### config.mk
export PLATFORM = sky130hd
export DESIGN_NAME = bfre_scan
export DESIGN_NICKNAME = d
export VERILOG_FILES = /design/src/design/bfre_pkg.sv /design/src/design/bfre_scan.sv
export SDC_FILE = /design/constraint.sdc
export NUM_CORES = 1
export LEC_CHECK = 0
export BUFFER_PORTS_ARGS = -buffer_cell sky130_fd_sc_hd__buf_4
export CAP_MARGIN = 20
export CORE_ASPECT_RATIO = 1.2
export CORE_MARGIN = 3
export CORE_UTILIZATION = 40
export CTS_CLUSTER_SIZE = 10
export DETAILED_ROUTE_END_ITERATION = 8
export GPL_ROUTABILITY_DRIVEN = 0
export HOLD_SLACK_MARGIN = 0.08
export RECOVER_POWER = 100
export SYNTH_ARGS = -nofsm -noshare
export SYNTH_HDL_FRONTEND = slang
export SYNTH_SLANG_ARGS = --single-unit
export TNS_END_PERCENT = 30
### constraint.sdc
create_clock -name clk -period 20 [get_ports clk]
set_clock_uncertainty 0.2 [all_clocks]
set_input_delay 1 -clock clk [delete_from_list [all_inputs] [get_ports clk]]
set_output_delay 1 -clock clk [all_outputs]
set_load 0.01 [all_outputs]
### src/design/bfre_pkg.sv
// Shared types and constants for the bitmap free-run extractor.
package bfre_pkg;

  localparam int BYTE_BITS = 8;   // blocks covered by one bitmap byte
  localparam int MAX_REC   = 6;   // most records one byte can cause
  localparam int REC_IDX_W = 3;   // index / count over MAX_REC records
  localparam int BLK_W     = 33;  // block numbers and block counts
  localparam int TOT_W     = 32;  // total_blocks and run start block
  localparam int BSZ_W     = 31;  // block_size
  localparam int BYTES_W   = 62;  // byte quantities

  // Record kinds as they appear on the result channel.
  localparam logic KIND_RUN     = 1'b0;
  localparam logic KIND_SUMMARY = 1'b1;

  // Register indexes, taken from paddr[2].
  localparam logic REG_TOTAL_BLOCKS = 1'b0;
  localparam logic REG_BLOCK_SIZE   = 1'b1;

  // One record found inside a byte, in bit positions relative to the byte.
  typedef struct packed {
    logic       is_sum;     // summary record
    logic       from_open;  // run started before this byte
    logic [2:0] sidx;       // bit where the run started in this byte
    logic [3:0] eidx;       // bit just past the run (0 to 8)
  } slot_t;

  // Everything a byte produced, with the context needed to rebuild block numbers.
  typedef struct packed {
    logic [BLK_W-1:0]         base;   // block number of bit 7 of the byte
    logic [TOT_W-1:0]         ors;    // start of a run opened in an earlier byte
    logic [BLK_W-1:0]         fcnt;   // free block count after the byte
    logic [REC_IDX_W-1:0]     cnt;    // number of valid slots
    slot_t [MAX_REC-1:0]      slots;
  } rec_group_t;

endpackage

### src/design/bfre_scan.sv
// Scan state and per-byte free run detection for the bitmap free-run extractor.
module bfre_scan
  import bfre_pkg::*;
(
  input  logic                 clk,
  input  logic                 rst_n,
  input  logic                 scan_en,
  input  logic [BYTE_BITS-1:0] bitmap_byte,
  input  logic [TOT_W-1:0]     total_blocks,
  output rec_group_t           grp
);

  logic [BLK_W-1:0] next_block_r, next_block_nxt;
  logic             run_open_r, run_open_nxt;
  logic [TOT_W-1:0] open_start_r, open_start_nxt;
  logic [BLK_W-1:0] free_cnt_r, free_cnt_nxt;

  logic [BLK_W-1:0]     rem;
  logic                 done;
  logic                 hit_end;
  logic [3:0]           nvalid;
  logic                 run_live;
  logic                 from_open;
  logic [2:0]           sidx;
  logic [REC_IDX_W-1:0] cnt;
  logic [3:0]           nfree;
  slot_t [MAX_REC-1:0]  slots;

  // The bits that still lie below total_blocks are found with one subtract;
  // the walk over the eight bits then only carries narrow run state.
  always_comb begin
    rem     = {1'b0, total_blocks} - next_block_r;
    done    = next_block_r >= {1'b0, total_blocks};
    hit_end = !done && (rem <= BLK_W'(BYTE_BITS));
    nvalid  = done ? 4'd0 : (hit_end ? rem[3:0] : 4'(BYTE_BITS));

    run_live  = run_open_r;
    from_open = run_open_r;
    sidx      = '0;
    cnt       = '0;
    nfree     = '0;
    slots     = '0;

    for (int i = 0; i < BYTE_BITS; i++) begin
      if (4'(i) < nvalid) begin
        if (!bitmap_byte[BYTE_BITS-1-i]) begin
          nfree = nfree + 4'd1;
          if (!run_live) begin
            run_live  = 1'b1;
            from_open = 1'b0;
            sidx      = 3'(i);
          end
        end else if (run_live) begin
          slots[cnt] = '{is_sum: 1'b0, from_open: from_open, sidx: sidx, eidx: 4'(i)};
          cnt        = cnt + 3'd1;
          run_live   = 1'b0;
        end
        if (hit_end && (4'(i + 1) == nvalid)) begin
          if (run_live) begin
            slots[cnt] = '{is_sum: 1'b0, from_open: from_open, sidx: sidx,
                           eidx: 4'(i + 1)};
            cnt        = cnt + 3'd1;
            run_live   = 1'b0;
          end
          slots[cnt] = '{is_sum: 1'b1, from_open: 1'b0, sidx: 3'd0, eidx: 4'd0};
          cnt        = cnt + 3'd1;
        end
      end
    end

    free_cnt_nxt   = free_cnt_r + BLK_W'(nfree);
    next_block_nxt = next_block_r + BLK_W'(nvalid);
    run_open_nxt   = run_live;
    open_start_nxt = (run_live && !from_open) ?
                     (next_block_r[TOT_W-1:0] + TOT_W'(sidx)) : open_start_r;

    grp.base  = next_block_r;
    grp.ors   = open_start_r;
    grp.fcnt  = free_cnt_nxt;
    grp.cnt   = cnt;
    grp.slots = slots;
  end

  always_ff @(posedge clk) begin
    if (!rst_n) begin
      next_block_r <= '0;
      run_open_r   <= 1'b0;
      open_start_r <= '0;
      free_cnt_r   <= '0;
    end else if (scan_en) begin
      next_block_r <= next_block_nxt;
      run_open_r   <= run_open_nxt;
      open_start_r <= open_start_nxt;
      free_cnt_r   <= free_cnt_nxt;
    end
  end

  a_cnt_bound: assert property (@(posedge clk) disable iff (!rst_n)
    grp.cnt <= REC_IDX_W'(MAX_REC))
    else $error("more records than one byte can produce");

  a_block_monotonic: assert property (@(posedge clk) disable iff (!rst_n)
    scan_en |=> next_block_r >= $past(next_block_r))
    else $error("block position moved backward");

  a_summary_closes_run: assert property (@(posedge clk) disable iff (!rst_n)
    (grp.cnt != '0) && grp.slots[grp.cnt - 3'd1].is_sum |-> !run_open_nxt)
    else $error("run left open after summary");

endmodule

==> results.json <==
{
  "status": "finished, violations left",
  "violations": "capacitance limit, slew limit",
  "pwr-share-comb": 0.506,
  "dp_hpwl_um": 46300,
  "clockRootBuffer": "clkbuf_16",
  "start_kind": "input pin",
  "antenna_found_initial": 0,
  "synth_top_area_cell": "dfxtp_1",
  "post-place-ws_ns": 1.58,
  "synth.area.mux_share": 0.0254,
  "yosysMostFrequentCell": "nand2_1",
  "cpMostUsedCell": "ha_1",
  "leakagePower_nw": 6.05,
  "crit_type": "input pin to primary output",
  "slowest_delay_ns": 0.85,
  "rsz0062_at_grt": "no",
  "grt_pass1_wl_um": 90400,
  "areaGrowthSynthToFinish_pct": 10.9,
  "yosys.area_share.simple": 0.347,
  "cts_sinks": 99,
  "routedWlPerCell_um": 21.6,
  "yosysSeqAreaShare": 0.138,
  "ant_nets": 0,
  "swShare": 0.452,
  "synth_ff_type": "dfxtp_1",
  "grt_overflow_total": 0,
  "drt_first_pass_iters": 6,
  "track_usage": 0.296,
  "worstPathMaxFanout": 15,
  "finalCriticalPeriod_ns": 18.84,
  "intPower_w": 0.000444,
  "synth_compound_area_frac": 0.271,
  "drv_slew": 62,
  "synth_edf_count": 0,
  "p_seq_frac": 0.261,
  "synth_xor_area_frac": 0.103,
  "grt_pass1_vias": 16400,
  "first_iter_violations": 2277,
  "regArea_mm2": 0.00198,
  "synth_common_cells": "nand2_1, nor2_1, a21oi_1",
  "insertion_delay_ns": 0.37,
  "switchingPower_w": 0.000365,
  "synth_top_family_by_area": "simple AND/OR/NAND/NOR gates",
  "dieArea_mm2": 0.0382,
  "numCtsBuffers": 9,
  "vias": 17400,
  "fmax_mhz": 53.1,
  "worst_slack_ns": 1.16,
  "chipHeight_um": 214,
  "clkTransAtPathRegs_ns": 0.08,
  "holdWs_ns": 0.302,
  "multiInputGateArea_mm2": 0.0116,
  "relSlewSlack": -0.724,
  "ir_drop_uv": 40.6,
  "grt_max_degree": 78,
  "worst-endpoint-arrival_ns": 17.64,
  "cap_violations": 1,
  "htree_num_levels": 3,
  "tightest_slew_ns": 2.59,
  "nets": 2373,
  "place.port_buffers": 192,
  "reg2reg_slack_ns": 6.96,
  "routed_via_density": 6.39,
  "crit_path_end_kind": "primary output",
  "ys_types": 108,
  "drc": 0,
  "ios": 198,
  "synthArstFlopShare": 0,
  "p_per_area_mw_per_mm2": 50.8,
  "rows": 75,
  "num_antenna_cells": 0,
  "synthAdderAreaFrac": 0.0631,
  "fill_cells": 3898,
  "synth.top_cell.area_share": 0.138,
  "core_area_mm2": 0.0352,
  "cp.required_ns": 18.80,
  "cts_buffer_depth": 2,
  "synth_seq_cells": 99,
  "cpMaxStageDelayCell": "nor3_1",
  "holdCritPathClass": "flip-flop to flip-flop",
  "drive_gt1_frac": 0.0640,
  "start_util": 0.408,
  "wl_um": 58800,
  "hold_viol": 0,
  "fp.dieW_um": 179,
  "synth_warnings": 0,
  "setup_viol": 0,
  "setup_tns_ns": 0,
  "pwr-share-clk": 0.233,
  "synthTopCellsByArea": "dfxtp_1, xnor2_1, nand2_1",
  "syn_inst": 2137,
  "tritoncts": "built",
  "syn_area_per_cell_um2": 6.72,
  "period_share": 0.942,
  "syn_area_mm2": 0.0144
}
==> worst paths after layout <==
kind / from / endpoint / cells after the start
hold reg to reg: open_start_r[18] / open_start_r[18] / 2
setup / recovery: total_blocks[0] / grp[51] / 69
hold / removal: open_start_r[18] / open_start_r[18] / 2
setup reg to reg: next_block_r[15] / free_cnt_r[31] / 44
==> power groups by stage <==
stage / combinational (W) / sequential (W) / clock (W)
final: 0.000409 / 0.000211 / 0.000189
after global placement: 0.000410 / 0.000216 / 0
after floorplan: 0.000279 / 0.000217 / 0
after CTS: 0.000416 / 0.000211 / 0.000196
after global routing: 0.000445 / 0.000212 / 0.000202
after detailed placement: 0.000414 / 0.000216 / 0
==> what timing repair did <==
item                       4_1_cts  5_1_grt
hold endpoints to repair         0        0
resized for setup                0        2
hold buffers                     0        0
setup endpoints to repair        0       16
buffers inserted                 0        0
==> critical path, delay by kind of cell <==
family / cells / cell delay (ns)
compound gates: 22 / 5.06
simple gates: 19 / 4.58
fa+ha+maj: 13 / 4.09
mux: 4 / 1.26
buf+inv: 7 / 0.94
xor+xnor: 4 / 0.67
==> state kept, by name, summed over array words and instances, names as in the netlist <==
register and cells:
free_cnt_r 33, next_block_r 33, open_start_r 32, run_open_r 1
==> layout make-up <==
cell class	count	area share
multi-input cells	1855	0.732
flip-flops and latches	99	0.124
repair buffers	218	0.0697
well taps	462	0.0363
inverters	77	0.0181
clock buffers	9	0.0141
clock inverters	7	0.00574
==> per-stage QoR <==
step	util	cell area, um^2	total power [W]	instances
floorplan	-	14400	0.000496	2141
global placement	0.458	16100	0.000626	2709
detailed placement	0.458	16100	0.000630	2709
CTS	0.467	16400	0.000823	2725
global route	0.453	15900	0.000860	2727
finish	0.453	15900	0.000809	2727
==> kinds of logic (layout without fill, tap and decap cells) <==
kind of cell    count (synthesis)  count (layout)
mux                            34              34
fa+ha+maj                      70              70
flops                          99              99
other cells                     1               5
compound gates                570             570
xor+xnor                      165             165
simple gates                 1011            1011
buf+inv                       187             311
==> metal layers <==
layer / part of all wire / track usage / wire (um) / vias to the layer above
met5: 0 / 0 / 0 / -
met4: 0.069 / 0.176 / 4080 / 0
met3: 0.093 / 0.0588 / 5470 / 289
met2: 0.46 / 0.493 / 27200 / 1074
met1: 0.38 / 0.354 / 22100 / 8029
li1: - / - / - / 8025
==> cells in the final DEF, fill, tap and decap left out, types with 10 or more instances in the layout <==
cell type and count:
o211ai_1 19, a211oi_1 46, o21ai_0 110, or2_2 10
xor2_1 40, inv_1 71, nor4_1 26, ha_1 66
and2_0 37, nor2_1 229, o21a_1 19, a21oi_1 124
dfxtp_1 99, a21boi_0 15, mux2i_1 21, nor3_1 84
o31ai_1 13, or4_1 15, or3_1 29, nand2b_1 21
o2111ai_1 12, and3_1 39, o22ai_1 18, xnor2_1 122
a21o_1 33, and2_1 42, nand3_1 90, and4_1 12
o211a_1 10, a31oi_1 30, buf_4 77, clkbuf_1 139
nand4_1 44, nor2b_1 25, nand2_1 274
Note: power is estimated with default switching activity, not from simulation.
